$ cat config.mk
export PLATFORM = sky130hd
export DESIGN_NAME = rc_discharge_sensor_array_top_flat
export DESIGN_NICKNAME = d
export VERILOG_FILES = /design/src/hdl/rcd_pkg.sv /design/src/hdl/rcd_ifs.sv /design/src/hdl/rcd_lane.sv /design/src/hdl/rcd_merge.sv /design/src/hdl/rc_discharge_sensor_array_top.sv /design/src/flat_wrapper.sv
export SDC_FILE = /design/constraint.sdc
export NUM_CORES = 2
export LEC_CHECK = 0
export BUFFER_PORTS_ARGS = -buffer_cell sky130_fd_sc_hd__buf_4
export CAP_MARGIN = 20
export CORE_ASPECT_RATIO = 0.5
export CORE_MARGIN = 2
export CORE_UTILIZATION = 35
export DETAILED_ROUTE_END_ITERATION = 10
export SETUP_SLACK_MARGIN = 0.5
export SLEW_MARGIN = 40
export SYNTH_ARGS = -nofsm -noshare
export SYNTH_HDL_FRONTEND = slang
export SYNTH_SLANG_ARGS = --single-unit
$ cat constraint.sdc
create_clock -name clk -period 4.44 [get_ports clk]
set_input_delay 0.222 -clock clk [delete_from_list [all_inputs] [get_ports clk]]
set_output_delay 0.222 -clock clk [all_outputs]
set_load 0.05 [all_outputs]
$ cat src/hdl/rcd_pkg.sv
// rcd_pkg: shared constants, register and request codes, and the close control
// struct for the rc discharge sensor array
// no dependencies
package rcd_pkg;

  localparam int MAX_CHANNELS_DEF = 16;
  localparam int TIME_WIDTH_DEF   = 16;

  localparam int PIN_W      = 16;
  localparam int CH_W       = 4;
  localparam int VAL_W      = 16;
  localparam int CFG_IDX_W  = 2;
  localparam int CFG_DATA_W = 16;
  localparam int COUNT_W    = 5;
  localparam int READS_W    = 10;

  // register indexes on the configuration channel
  localparam logic [CFG_IDX_W-1:0] REG_TIMEOUT     = 2'd0;
  localparam logic [CFG_IDX_W-1:0] REG_CHANNELS    = 2'd1;
  localparam logic [CFG_IDX_W-1:0] REG_CALIB_MODE  = 2'd2;
  localparam logic [CFG_IDX_W-1:0] REG_CALIB_READS = 2'd3;

  localparam logic REQ_TICK  = 1'b0;
  localparam logic REQ_START = 1'b1;

  localparam logic [VAL_W-1:0]   TIMEOUT_RST     = 16'd2500;
  localparam logic [COUNT_W-1:0] CHANNELS_RST    = 5'd8;
  localparam logic [READS_W-1:0] CALIB_READS_RST = 10'd10;

  // per-lane control for the steps after a reading closes
  typedef struct packed {
    logic snap;      // take the capture time, widen min/max
    logic calib;     // calibration round in progress
    logic first;     // first reading of the round loads min/max
    logic thr_load;  // round complete, thresholds take the midpoint
  } close_ctl_t;

endpackage

$ cat src/hdl/rcd_ifs.sv
// rcd item, result and configuration channel interfaces
// depends on rcd_pkg
interface rcd_item_if;
  import rcd_pkg::*;
  logic             valid;
  logic             ready;
  logic             req_type;
  logic [PIN_W-1:0] pin_levels;
  modport source (output valid, req_type, pin_levels, input ready);
  modport sink (input valid, req_type, pin_levels, output ready);
endinterface

interface rcd_result_if;
  import rcd_pkg::*;
  logic             valid;
  logic             ready;
  logic [CH_W-1:0]  channel;
  logic [VAL_W-1:0] discharge_time;
  logic             is_white;
  logic [VAL_W-1:0] threshold_value;
  logic [VAL_W-1:0] min_seen;
  logic [VAL_W-1:0] max_seen;
  logic [VAL_W-1:0] sensor_bits;
  logic             last;
  modport source (output valid, channel, discharge_time, is_white, threshold_value,
                  min_seen, max_seen, sensor_bits, last, input ready);
  modport sink (input valid, channel, discharge_time, is_white, threshold_value,
                min_seen, max_seen, sensor_bits, last, output ready);
endinterface

interface rcd_cfg_if;
  import rcd_pkg::*;
  logic                  valid;
  logic                  ready;
  logic [CFG_IDX_W-1:0]  index;
  logic [CFG_DATA_W-1:0] data;
  modport source (output valid, index, data, input ready);
  modport sink (input valid, index, data, output ready);
endinterface

$ cat src/hdl/rcd_lane.sv
// rcd_lane: one sensor channel; discharge capture, calibration min/max and
// threshold, white classification
// depends on rcd_pkg (close_ctl_t)
module rcd_lane #(
  parameter int TIME_WIDTH = rcd_pkg::TIME_WIDTH_DEF
) (
  input  logic                   clk,
  input  logic                   rst,
  input  logic                   start,
  input  logic                   tick,
  input  logic                   pin,
  input  logic                   active,
  input  logic [TIME_WIDTH-1:0]  elapsed,
  input  logic [TIME_WIDTH-1:0]  timeout,
  input  rcd_pkg::close_ctl_t    ctl,
  output logic [TIME_WIDTH-1:0]  snap_time,
  output logic [TIME_WIDTH-1:0]  threshold,
  output logic [TIME_WIDTH-1:0]  cal_min,
  output logic [TIME_WIDTH-1:0]  cal_max,
  output logic                   white
);

  logic [TIME_WIDTH-1:0] capture;
  logic [TIME_WIDTH:0]   mid_sum;

  assign mid_sum = {1'b0, cal_min} + {1'b0, cal_max};
  assign white   = snap_time < threshold;

  always_ff @(posedge clk) begin
    if (rst) begin
      capture   <= '0;
      snap_time <= '0;
      threshold <= '0;
      cal_min   <= '0;
      cal_max   <= '0;
    end else begin
      if (start) begin
        capture <= timeout;
      end else if (tick && !pin && capture > elapsed) begin
        capture <= elapsed;
      end
      // snapshot so a new reading can start while the burst drains
      if (ctl.snap) begin
        snap_time <= capture;
        if (ctl.calib && active) begin
          if (ctl.first || capture > cal_max) cal_max <= capture;
          if (ctl.first || capture < cal_min) cal_min <= capture;
        end
      end
      if (ctl.thr_load && active) begin
        threshold <= mid_sum[TIME_WIDTH:1];
      end
    end
  end

endmodule

$ cat src/hdl/rcd_merge.sv
// rcd_merge: packs the lanes' white bits and walks the active lanes, one
// result transfer per cycle unless result stalls, through a registered output stage
// depends on rcd_pkg and rcd_result_if
module rcd_merge #(
  parameter int MAX_CHANNELS = rcd_pkg::MAX_CHANNELS_DEF,
  parameter int TIME_WIDTH   = rcd_pkg::TIME_WIDTH_DEF,
  parameter int NW           = $clog2(MAX_CHANNELS + 1)
) (
  input  logic                                   clk,
  input  logic                                   rst,
  input  logic                                   load,
  input  logic [NW-1:0]                          n_act,
  input  logic [MAX_CHANNELS-1:0]                act_vec,
  input  logic [MAX_CHANNELS-1:0][TIME_WIDTH-1:0] snap_time,
  input  logic [MAX_CHANNELS-1:0][TIME_WIDTH-1:0] threshold,
  input  logic [MAX_CHANNELS-1:0][TIME_WIDTH-1:0] cal_min,
  input  logic [MAX_CHANNELS-1:0][TIME_WIDTH-1:0] cal_max,
  input  logic [MAX_CHANNELS-1:0]                white_vec,
  output logic                                   busy,
  rcd_result_if.source                           result
);
  import rcd_pkg::*;

  localparam int IW = (MAX_CHANNELS > 1) ? $clog2(MAX_CHANNELS) : 1;

  logic [IW-1:0]           idx;
  logic [MAX_CHANNELS-1:0] bits;
  logic                    advance;
  logic                    last_hit;

  assign advance  = busy && (!result.valid || result.ready);
  assign last_hit = (NW'(idx) + NW'(1)) == n_act;

  always_ff @(posedge clk) begin
    if (rst) begin
      busy         <= 1'b0;
      idx          <= '0;
      bits         <= '0;
      result.valid <= 1'b0;
    end else begin
      if (load) begin
        busy <= 1'b1;
        idx  <= '0;
        bits <= white_vec & act_vec;
      end else if (advance) begin
        idx <= idx + IW'(1);
        if (last_hit) busy <= 1'b0;
      end
      if (advance) begin
        result.valid <= 1'b1;
      end else if (result.ready) begin
        result.valid <= 1'b0;
      end
    end
  end

  always_ff @(posedge clk) begin
    if (advance) begin
      result.channel         <= CH_W'(idx);
      result.discharge_time  <= VAL_W'(snap_time[idx]);
      result.is_white        <= bits[idx];
      result.threshold_value <= VAL_W'(threshold[idx]);
      result.min_seen        <= VAL_W'(cal_min[idx]);
      result.max_seen        <= VAL_W'(cal_max[idx]);
      result.sensor_bits     <= VAL_W'(bits);
      result.last            <= last_hit;
    end
  end

endmodule

$ cat src/hdl/rc_discharge_sensor_array_top.sv
// rc_discharge_sensor_array_top: takes one item per cycle (start or tick), all
// channels sampled in parallel lanes. A closing tick runs close steps s1, s2, s3,
// then one result per cycle, unless result stalls, for each active channel. ready
// drops, for any item, while the next tick would close a reading and the
// previous burst is still being formed or drained. Synchronous reset clears all
// control and every per-channel store; configuration returns to its reset values.
module rc_discharge_sensor_array_top #(
  parameter int MAX_CHANNELS = rcd_pkg::MAX_CHANNELS_DEF,
  parameter int TIME_WIDTH   = rcd_pkg::TIME_WIDTH_DEF
) (
  input  logic          clk,
  input  logic          rst,
  rcd_item_if.sink      item,
  rcd_result_if.source  result,
  rcd_cfg_if.sink       cfg
);
  import rcd_pkg::*;

  localparam int NW = $clog2(MAX_CHANNELS + 1);
  localparam logic [TIME_WIDTH-1:0] TIME_MAX = '1;

  logic [VAL_W-1:0]   timeout_ticks;
  logic [COUNT_W-1:0] channel_count;
  logic               calib_mode;
  logic [READS_W-1:0] calib_reads;

  logic [TIME_WIDTH-1:0] elapsed;
  logic [TIME_WIDTH-1:0] elapsed_inc;
  logic [TIME_WIDTH-1:0] timeout_m;
  logic                  reading_active;
  logic                  will_close;
  logic                  pipe_busy;
  logic                  burst_busy;
  logic                  item_fire;
  logic                  start_fire;
  logic                  tick_fire;
  logic                  close_evt;
  logic                  s1;
  logic                  s2;
  logic                  s3;
  logic                  calib_act;
  logic                  thr_update;
  logic                  round_done;
  logic [READS_W-1:0]    calib_index;
  logic [READS_W-1:0]    calib_inc;
  logic [READS_W-1:0]    reads_eff;
  logic [NW-1:0]         n_eff;
  logic [NW-1:0]         n_act;
  logic [MAX_CHANNELS-1:0] cur_vec;
  logic [MAX_CHANNELS-1:0] act_vec;
  logic [MAX_CHANNELS-1:0] white_vec;
  logic [MAX_CHANNELS-1:0][TIME_WIDTH-1:0] snap_time;
  logic [MAX_CHANNELS-1:0][TIME_WIDTH-1:0] threshold;
  logic [MAX_CHANNELS-1:0][TIME_WIDTH-1:0] cal_min;
  logic [MAX_CHANNELS-1:0][TIME_WIDTH-1:0] cal_max;
  close_ctl_t            ctl;

  // configuration
  assign cfg.ready = 1'b1;

  always_ff @(posedge clk) begin
    if (rst) begin
      timeout_ticks <= TIMEOUT_RST;
      channel_count <= CHANNELS_RST;
      calib_mode    <= 1'b0;
      calib_reads   <= CALIB_READS_RST;
    end else if (cfg.valid) begin
      unique case (cfg.index)
        REG_TIMEOUT:     timeout_ticks <= cfg.data;
        REG_CHANNELS:    channel_count <= cfg.data[COUNT_W-1:0];
        REG_CALIB_MODE:  calib_mode    <= cfg.data[0];
        REG_CALIB_READS: calib_reads   <= cfg.data[READS_W-1:0];
        default: ;
      endcase
    end
  end

  // channel count clamped to 1..MAX_CHANNELS
  always_comb begin
    if (channel_count == '0) begin
      n_eff = NW'(1);
    end else if (int'(channel_count) > MAX_CHANNELS) begin
      n_eff = NW'(MAX_CHANNELS);
    end else begin
      n_eff = NW'(channel_count);
    end
  end

  for (genvar i = 0; i < MAX_CHANNELS; i++) begin : g_vec
    assign cur_vec[i] = int'(n_eff) > i;
    assign act_vec[i] = int'(n_act) > i;
  end

  // reading control
  assign timeout_m   = TIME_WIDTH'(timeout_ticks);
  assign elapsed_inc = (elapsed < TIME_MAX) ? elapsed + TIME_WIDTH'(1) : elapsed;
  assign will_close  = reading_active && (elapsed_inc >= timeout_m);
  assign pipe_busy   = s1 || s2 || s3 || burst_busy;
  assign item.ready  = !(will_close && pipe_busy);

  assign item_fire  = item.valid && item.ready;
  assign start_fire = item_fire && (item.req_type == REQ_START);
  assign tick_fire  = item_fire && (item.req_type == REQ_TICK) && reading_active;
  assign close_evt  = tick_fire && will_close;

  assign calib_inc  = calib_index + READS_W'(1);
  assign reads_eff  = (calib_reads == '0) ? READS_W'(1) : calib_reads;
  assign round_done = calib_inc >= reads_eff;

  always_ff @(posedge clk) begin
    if (rst) begin
      elapsed        <= '0;
      reading_active <= 1'b0;
      s1             <= 1'b0;
      s2             <= 1'b0;
      s3             <= 1'b0;
      n_act          <= NW'(1);
      calib_act      <= 1'b0;
      thr_update     <= 1'b0;
      calib_index    <= '0;
    end else begin
      if (start_fire) begin
        elapsed        <= '0;
        reading_active <= 1'b1;
      end else if (tick_fire) begin
        elapsed <= elapsed_inc;
        if (will_close) reading_active <= 1'b0;
      end
      s1 <= close_evt;
      s2 <= s1;
      s3 <= s2;
      if (close_evt) begin
        n_act     <= n_eff;
        calib_act <= calib_mode;
      end
      if (s1) begin
        thr_update <= calib_act && round_done;
        if (calib_act) calib_index <= round_done ? '0 : calib_inc;
      end
    end
  end

  assign ctl.snap     = s1;
  assign ctl.calib    = calib_act;
  assign ctl.first    = calib_index == '0;
  assign ctl.thr_load = s2 && thr_update;

  for (genvar i = 0; i < MAX_CHANNELS; i++) begin : g_lane
    rcd_lane #(
      .TIME_WIDTH(TIME_WIDTH)
    ) u_lane (
      .clk       (clk),
      .rst       (rst),
      .start     (start_fire),
      .tick      (tick_fire && cur_vec[i]),
      .pin       (item.pin_levels[i]),
      .active    (act_vec[i]),
      .elapsed   (elapsed),
      .timeout   (timeout_m),
      .ctl       (ctl),
      .snap_time (snap_time[i]),
      .threshold (threshold[i]),
      .cal_min   (cal_min[i]),
      .cal_max   (cal_max[i]),
      .white     (white_vec[i])
    );
  end

  rcd_merge #(
    .MAX_CHANNELS(MAX_CHANNELS),
    .TIME_WIDTH  (TIME_WIDTH),
    .NW          (NW)
  ) u_merge (
    .clk       (clk),
    .rst       (rst),
    .load      (s3),
    .n_act     (n_act),
    .act_vec   (act_vec),
    .snap_time (snap_time),
    .threshold (threshold),
    .cal_min   (cal_min),
    .cal_max   (cal_max),
    .white_vec (white_vec),
    .busy      (burst_busy),
    .result    (result)
  );

  // close steps and burst never overlap
  a_close_serial: assert property (@(posedge clk) disable iff (rst)
    $onehot0({s1, s2, s3, burst_busy}))
    else $error("close pipeline overlap");

  // a closing tick ends the reading and starts the close steps
  a_close_ends: assert property (@(posedge clk) disable iff (rst)
    close_evt |=> (!reading_active && s1))
    else $error("reading still open after close");

  // results only appear while a burst is being walked
  a_result_src: assert property (@(posedge clk) disable iff (rst)
    $rose(result.valid) |-> $past(burst_busy))
    else $error("result without burst");

endmodule
$ cat src/flat_wrapper.sv
// flat-port wrapper written by rule: the top's interface ports become plain ports
module rc_discharge_sensor_array_top_flat import rcd_pkg::*;
#(
  parameter int MAX_CHANNELS = rcd_pkg::MAX_CHANNELS_DEF,
  parameter int TIME_WIDTH   = rcd_pkg::TIME_WIDTH_DEF
)
  (clk, rst, item_valid, item_req_type, item_pin_levels, item_ready, result_valid, result_channel, result_discharge_time, result_is_white, result_threshold_value, result_min_seen, result_max_seen, result_sensor_bits, result_last, result_ready, cfg_valid, cfg_index, cfg_data, cfg_ready);
  rcd_item_if item_i ();
  rcd_result_if result_i ();
  rcd_cfg_if cfg_i ();
  input  logic clk;
  input  logic rst;
  input wire logic [$bits(item_i.valid)-1:0] item_valid;
  input wire logic [$bits(item_i.req_type)-1:0] item_req_type;
  input wire logic [$bits(item_i.pin_levels)-1:0] item_pin_levels;
  output wire logic [$bits(item_i.ready)-1:0] item_ready;
  output wire logic [$bits(result_i.valid)-1:0] result_valid;
  output wire logic [$bits(result_i.channel)-1:0] result_channel;
  output wire logic [$bits(result_i.discharge_time)-1:0] result_discharge_time;
  output wire logic [$bits(result_i.is_white)-1:0] result_is_white;
  output wire logic [$bits(result_i.threshold_value)-1:0] result_threshold_value;
  output wire logic [$bits(result_i.min_seen)-1:0] result_min_seen;
  output wire logic [$bits(result_i.max_seen)-1:0] result_max_seen;
  output wire logic [$bits(result_i.sensor_bits)-1:0] result_sensor_bits;
  output wire logic [$bits(result_i.last)-1:0] result_last;
  input wire logic [$bits(result_i.ready)-1:0] result_ready;
  input wire logic [$bits(cfg_i.valid)-1:0] cfg_valid;
  input wire logic [$bits(cfg_i.index)-1:0] cfg_index;
  input wire logic [$bits(cfg_i.data)-1:0] cfg_data;
  output wire logic [$bits(cfg_i.ready)-1:0] cfg_ready;
  assign item_i.valid = item_valid;
  assign item_i.req_type = item_req_type;
  assign item_i.pin_levels = item_pin_levels;
  assign item_ready = item_i.ready;
  assign result_valid = result_i.valid;
  assign result_channel = result_i.channel;
  assign result_discharge_time = result_i.discharge_time;
  assign result_is_white = result_i.is_white;
  assign result_threshold_value = result_i.threshold_value;
  assign result_min_seen = result_i.min_seen;
  assign result_max_seen = result_i.max_seen;
  assign result_sensor_bits = result_i.sensor_bits;
  assign result_last = result_i.last;
  assign result_i.ready = result_ready;
  assign cfg_i.valid = cfg_valid;
  assign cfg_i.index = cfg_index;
  assign cfg_i.data = cfg_data;
  assign cfg_ready = cfg_i.ready;
  rc_discharge_sensor_array_top #(.MAX_CHANNELS(MAX_CHANNELS), .TIME_WIDTH(TIME_WIDTH)) u_core (.clk(clk), .rst(rst), .item(item_i), .result(result_i), .cfg(cfg_i));
endmodule
== Yosys cells after proc, flatten, opt, wreduce, memory -nomap -nowiden ==
Cells that the tools add are included.
Storage, ports and cells
  flip-flop bits (word level): 1457
  word-level logic and storage cells: 497
  bits of input ports: 40
Operators by class
  bitwise operators: 2
  equality and inequality tests: 4
  add/sub/neg operators: 20
  muxes and demuxes: 55
  order comparisons: 101
  reduce and logical (&&, ||, !) cells: 210
Operators by type and width (count)
  16-bit 2-to-1 mux: 37
  16-bit > comparator: 32
  16-bit less-than comparator: 32
  16-bit by 16-bit adder with 17-bit output: 16
  16-bit binary-select mux with 4-bit select: 4
  3-bit AND reduction: 32
  1-bit logical AND: 90
  5-bit by 4-bit > comparator with 1-bit output, second input constant: 16
  2-bit nonzero test: 21
  5-bit by 3-bit > comparator with 1-bit output, second input constant: 8
  1-bit logical OR: 36
  5-bit by 1-bit > comparator with 1-bit output, second input constant: 4
  5-bit by 2-bit > comparator with 1-bit output, second input constant: 4
  10-bit zero test: 2
  10-bit 2-to-1 mux: 2
  1-bit zero test: 18
  16-bit by 1-bit adder with 16-bit output, second input constant: 1
  16-bit bitwise AND: 1
  16-bit greater-or-equal comparator: 1
  16-bit less-than comparator, second input constant: 1
  2-bit AND reduction: 7
  10-bit by 1-bit adder with 10-bit output, second input constant: 1
  10-bit greater-or-equal comparator: 1
  5-bit 2-to-1 mux: 2
  other kinds (13): 23

== Longest topological paths before layout ==
  depth in word-level cells: 14
  depth in mapped cells: 20

== Hierarchy ==
Synthesis repeated with hierarchy kept, for this count alone.
Second synthesis, totals
  cells, all modules: 11736
  area total of the unflattened synthesis: 102379.4 sq um
Modules (own cells, without submodules)
  rcd_lane (u_core.g_lane[0].u_lane ...): sequential area each 1601.5 sq um, cells an instance 652, area an instance 5441.5 sq um, instances 8
  rcd_lane (u_core.g_lane[14].u_lane ...): sequential area each 1601.5 sq um, cells an instance 652, area an instance 5436.5 sq um, instances 6
  rcd_merge: sequential area each 3022.9 sq um, cells an instance 740, area an instance 11024.3 sq um, instances 1
  rcd_lane (u_core.g_lane[9].u_lane): sequential area each 1601.5 sq um, cells an instance 667, area an instance 5521.5 sq um, instances 1
  rcd_lane (u_core.g_lane[1].u_lane): sequential area each 1601.5 sq um, cells an instance 653, area an instance 5449.0 sq um, instances 1
  rc_discharge_sensor_array_top: sequential area each 1381.3 sq um, cells an instance 548, area an instance 4234.1 sq um, instances 1

== Worst setup path after synthesis ==
OpenSTA, ideal clock, no wires.
  path type: reg2reg
  from: register u_core.elapsed[0]
  to: register u_core.g_lane[2].u_lane.capture[5]
  data required time: 4.315 ns
  slack: 0.079 ns
  arrival: 4.236 ns
  clock period less this slack: 4.361 ns
  cell stages (with the launch flop): 21
  library setup time: 0.125 ns
  cell sequence: dfxtp_1 ha_1 and3_1 nand4_1 or2_2 clkbuf_1 nor2b_1 nand3_1 xnor2_1 ha_1 a21oi_1 o21ai_0 or3_1 a21oi_1 o21ba_2 buf_6 buf_4 a41oi_1 clkbuf_1 nand3_1 o21ai_0
Between the ends
  cells in the longest elaborated chain, start to end: 13
  elaborated cells on any way between the ends: 17
Ends and longest elaborated chain
  start: declaration: RTL line rc_discharge_sensor_array_top.sv:27  | logic [TIME_WIDTH-1:0] elapsed;
  start signal: assignment: RTL line rc_discharge_sensor_array_top.sv:126  | elapsed <= elapsed_inc;
  16-bit by 1-bit adder with 16-bit output or 16-bit less-than comparator (tied branches): RTL line rc_discharge_sensor_array_top.sv:96  | assign elapsed_inc = (elapsed < TIME_MAX) ? elapsed + TIME_WIDTH'(1) : elapsed;
  16-bit 2-to-1 mux (*): RTL line rc_discharge_sensor_array_top.sv:96
  net u_core.elapsed_inc[11]: RTL line rc_discharge_sensor_array_top.sv:28  | logic [TIME_WIDTH-1:0] elapsed_inc;
  16-bit greater-or-equal comparator (*): RTL line rc_discharge_sensor_array_top.sv:97  | assign will_close = reading_active && (elapsed_inc >= timeout_m);
  1-bit logical AND (*): RTL line rc_discharge_sensor_array_top.sv:97
  1-bit logical AND (*): RTL line rc_discharge_sensor_array_top.sv:99  | assign item.ready = !(will_close && pipe_busy);
  1-bit zero test (*): RTL line rc_discharge_sensor_array_top.sv:99
  1-bit logical AND (*): RTL line rc_discharge_sensor_array_top.sv:101  | assign item_fire = item.valid && item.ready;
  1-bit logical AND (2 in a row): RTL line rc_discharge_sensor_array_top.sv:103  | assign tick_fire = item_fire && (item.req_type == REQ_TICK) && reading_active;
  1-bit logical AND: RTL line rc_discharge_sensor_array_top.sv:155  | .tick (tick_fire && cur_vec[i]),
  1-bit logical AND (2 in a row): RTL line rcd_lane.sv:39  | end else if (tick && !pin && capture > elapsed) begin
  2-bit nonzero test (no source line)
  end signal: assignment: RTL line rcd_lane.sv:38  | capture <= timeout;
  end signal: assignment: RTL line rcd_lane.sv:40  | capture <= elapsed;
  end: declaration: RTL line rcd_lane.sv:23  | logic [TIME_WIDTH-1:0] capture;
The timed path passes the listed nets; every way through them passes the cells marked *.
A chain may end at the register's enable or synchronous reset.

== Worst setup path after layout ==
  from: register u_core.elapsed[1]
  to: output item_ready
Between the ends
  cells in the longest elaborated chain, start to end: 6
  elaborated cells on any way between the ends: 7
Ends and longest elaborated chain
  16-bit by 1-bit adder with 16-bit output or 16-bit less-than comparator (tied branches): RTL line rc_discharge_sensor_array_top.sv:96
  16-bit 2-to-1 mux (*): RTL line rc_discharge_sensor_array_top.sv:96
  net u_core.elapsed_inc[5]: RTL line rc_discharge_sensor_array_top.sv:28
  16-bit greater-or-equal comparator (*): RTL line rc_discharge_sensor_array_top.sv:97
  1-bit logical AND (*): RTL line rc_discharge_sensor_array_top.sv:97
  1-bit logical AND (*): RTL line rc_discharge_sensor_array_top.sv:99
  1-bit zero test (*): RTL line rc_discharge_sensor_array_top.sv:99
  end: declaration: RTL line flat_wrapper.sv:16  | output wire logic [$bits(item_i.ready)-1:0] item_ready;
Marks and branches as above.

==> results.json <==
{
  "crit_required_ns": 4.22,
  "clk_pin_slew_ns": 0.07,
  "finalHoldViolations": 0,
  "ant_nets": 0,
  "cts_buffer_depth": 4,
  "hp-class": "primary input to flip-flop",
  "crit_chain": "ha_4 -> and3_4 -> nand4_1 -> or2_4 -> and2_4 -> and3_4 -> xnor2_2 -> ha_1 -> and4_1 -> o21ai_1 -> o211ai_1 -> a21oi_1 -> o21bai_1 -> nand3_2 -> buf_8",
  "worstPathMaxFanout": 4,
  "coreArea_mm2": 0.2678,
  "critPathKind": "flip-flop to output port",
  "cp_top_family": "simple AND/OR/NAND/NOR gates",
  "rows": 134,
  "grt_pass1_vias": 78340,
  "ys_top_cells_by_area": "dfxtp_1 (29%), ha_1 (17%), mux4_2 (7.7%)",
  "worst_skew_pair.late_latency_ns": 0.88,
  "maxCapViolCount": 0,
  "arrival_ns": 3.99,
  "fp.dieH_um": 371.6,
  "routabilityCongestion": 1.041,
  "yosysTopAreaCell": "dfxtp_1",
  "routed_wl_um": 438800,
  "netlist_area_mm2": 0.09460,
  "crit_path_max_incr_delay_ns": 0.35,
  "cts_sinks": 1457,
  "dieArea_mm2": 0.2747,
  "peakVddDrop_v": 0.0002480,
  "endpoint_kind": "output port",
  "ios": 129,
  "htree_levels": 4,
  "drt_pass1_iterations": 6,
  "crit_buf_inv": 1,
  "place_ws_ns": -0.02869,
  "max_freq_mhz": 237.3,
  "post-dp-hpwl_um": 348300,
  "fin_nets": 11820,
  "worstSetupStartpointType": "flip-flop",
  "yosysUniqueCellTypes": 94,
  "start_util_pct": 35.33,
  "via_per_inst": 6.027,
  "p_leak_uw": 0.04327,
  "async_reset_ff_share_pct": 0,
  "antenna_found_initial": 86,
  "status": "finished clean",
  "drv_slew": 0,
  "synth-edff-count": 86,
  "die_x_um": 739.2,
  "cp_slowest_cell": "dfxtp_2",
  "grt_usage_pct": 30.72,
  "yosysTopAreaCellShare_pct": 29.01,
  "root_buffer": "clkbuf_16",
  "yosysMostFrequentCell": "dfxtp_1",
  "grt_max_degree": 167,
  "power_density_mw_per_mm2": 272.8,
  "path_common_cell": "and3_4",
  "period_needed_ns": 4.213,
  "ys_top_cells_by_count": "dfxtp_1 (1371), ha_1 (1262), nor2_1 (1001)",
  "period_share_pct": 94.89,
  "area_growth_pct": 14.51,
  "synth.avg_cell_area_um2": 9.212,
  "rsz0062_at_grt": "yes",
  "skew_ns": 0.08939,
  "grt_overflow_total": 0,
  "vias": 85910,
  "cts_buffers": 162,
  "remaining_drc_errors": 0,
  "grt_pass1_wl_um": 599800,
  "ys_seq_area_share_pct": 31.74,
  "wl_per_cell_um": 30.78,
  "syn_nets": 11590,
  "tightest_slew_ns": 0.9239,
  "synth_warnings": 0,
  "layout-drive-gt1-share_pct": 11.50,
  "drt-initial-drc-count": 11460,
  "ys_ff_latch": 1457,
  "ys.flop_type": "dfxtp_1",
  "port_buffers": 127,
  "setup_slack_ns": 0.2268,
  "relSlewSlack_pct": 38.41,
  "setup_viol_count_final": 0,
  "fin_util_pct": 40.46,
  "cts_tree": "built",
  "syn_inst": 10270
}
-- routing by layer --
metal	share of wire [%]	GRT usage, %	up-vias	routed length (um)
met5	0.079	0	-	346
met1	41	41.64	42470	181700
li1	-	-	37750	-
met2	40	44.00	4822	174800
met4	4.8	12.31	58	20860
met3	14	11.21	813	61140
-- registers in the layout, indices dropped and copies added (netlist names), 256 cells and up --
register / count
u_core.g_lane.u_lane.cal_max: 256
u_core.g_lane.u_lane.cal_min: 256
u_core.g_lane.u_lane.capture: 256
u_core.g_lane.u_lane.snap_time: 256
u_core.g_lane.u_lane.threshold: 256
-- worst register-to-register path, stage by stage (launching register included) --
cell and delay, ns:
dfxtp_2 0.35, ha_4 0.14, and3_4 0.19, nand4_1 0.12
or2_4 0.28, and2_4 0.14, and3_4 0.19, xnor2_2 0.12
ha_1 0.29, and4_1 0.16, o21ai_1 0.06, o211ai_1 0.33
buf_4 0.20, nand3_2 0.10, and4_4 0.21, buf_12 0.15
buf_12 0.15, buf_16 0.16, a31oi_4 0.22, buf_6 0.15
bufbuf_16 0.26, o21ai_1 0.06
-- cell usage in the layout, fill, tap and decap left out, types with 170 or more instances in the layout --
cell / Yosys / routed
dfxtp_1: 1371 / 1363
ha_1: 1262 / 1261
nor2_1: 1001 / 996
inv_1: 840 / 829
mux2i_1: 719 / 717
nand2_1: 707 / 701
a21oi_1: 528 / 526
o21ai_0: 497 / 482
nand3_1: 407 / 403
buf_4: 23 / 392
mux4_2: 325 / 325
a21o_1: 249 / 249
clkbuf_16: 0 / 170
-- final cells by class --
class	instances	area [um2]
Fill cell	26500	159400
Multi-Input combinational cell	7493	59750
Sequential cell	1457	30050
Timing Repair Buffer	547	5359
Clock buffer	218	4663
Tap cell	3604	4509
Inverter	841	3164
Clock inverter	65	749.5
Antenna cell	31	77.57
-- per-stage QoR --
| stage | setup TNS, ns | instance area [um2] | cells | total power (uW) | hold WS [ns] |
|---|---|---|---|---|---|
| detailed placement | -0.1500 | 101100 | 13830 | 15170 | 0.4557 |
| finish | 0 | 108300 | 14260 | 29550 | 0.0009949 |
| floorplan | 0 | 94660 | 10270 | 14520 | 0.3580 |
| global placement | -0.01327 | 100900 | 13830 | 15160 | 0.4509 |
| CTS | 0 | 108000 | 14210 | 29520 | 0.03838 |
| global route | 0 | 108200 | 14230 | 30190 | 0.02148 |
-- logic make-up after synthesis --
| logic type | share of synthesized area (%) |
|---|---|
| fa+ha+maj | 17.03 |
| flops | 31.74 |
| simple gates | 13.83 |
| other cells | 0.003964 |
| compound gates | 14.60 |
| xor+xnor | 1.907 |
| buf+inv | 5.510 |
| mux | 15.37 |
-- timing repair --
| action | in CTS | in global routing |
|---|---|---|
| gates cloned | 14 | 1 |
| hold buffers | 44 | 0 |
| endpoints found under the setup margin | 280 | 281 |
| buffers inserted | 37 | 14 |
| pin swaps | 16 | 9 |
| gates resized for setup | 84 | 53 |
| hold endpoints to repair | 85 | 0 |
-- final timing paths --
path,from,endpoint,slack [ns],cells after the start
setup reg to reg,u_core.elapsed[1]$_SDFFE_PP0N_,u_core.g_lane[13].u_lane.capture[2]$_SDFFE_PP0P_,0.28,21
hold / removal,item_valid,u_core.reading_active$_SDFFE_PP0P_,0.001,4
hold reg to reg,u_core.g_lane[12].u_lane.threshold[3]$_SDFFE_PP0P_,u_core.g_lane[12].u_lane.threshold[3]$_SDFFE_PP0P_,0.47,2
setup / recovery,u_core.elapsed[1]$_SDFFE_PP0N_,item_ready,0.23,15
-- power breakdown --
group | total, uW | switching (uW) | internal, uW
clock network | 14500 | 6320 | 8150
registers | 13400 | 136 | 13200
logic | 1730 | 1090 | 640
total | 29600 | 7540 | 22000
Power figures use the tool's default switching activity.
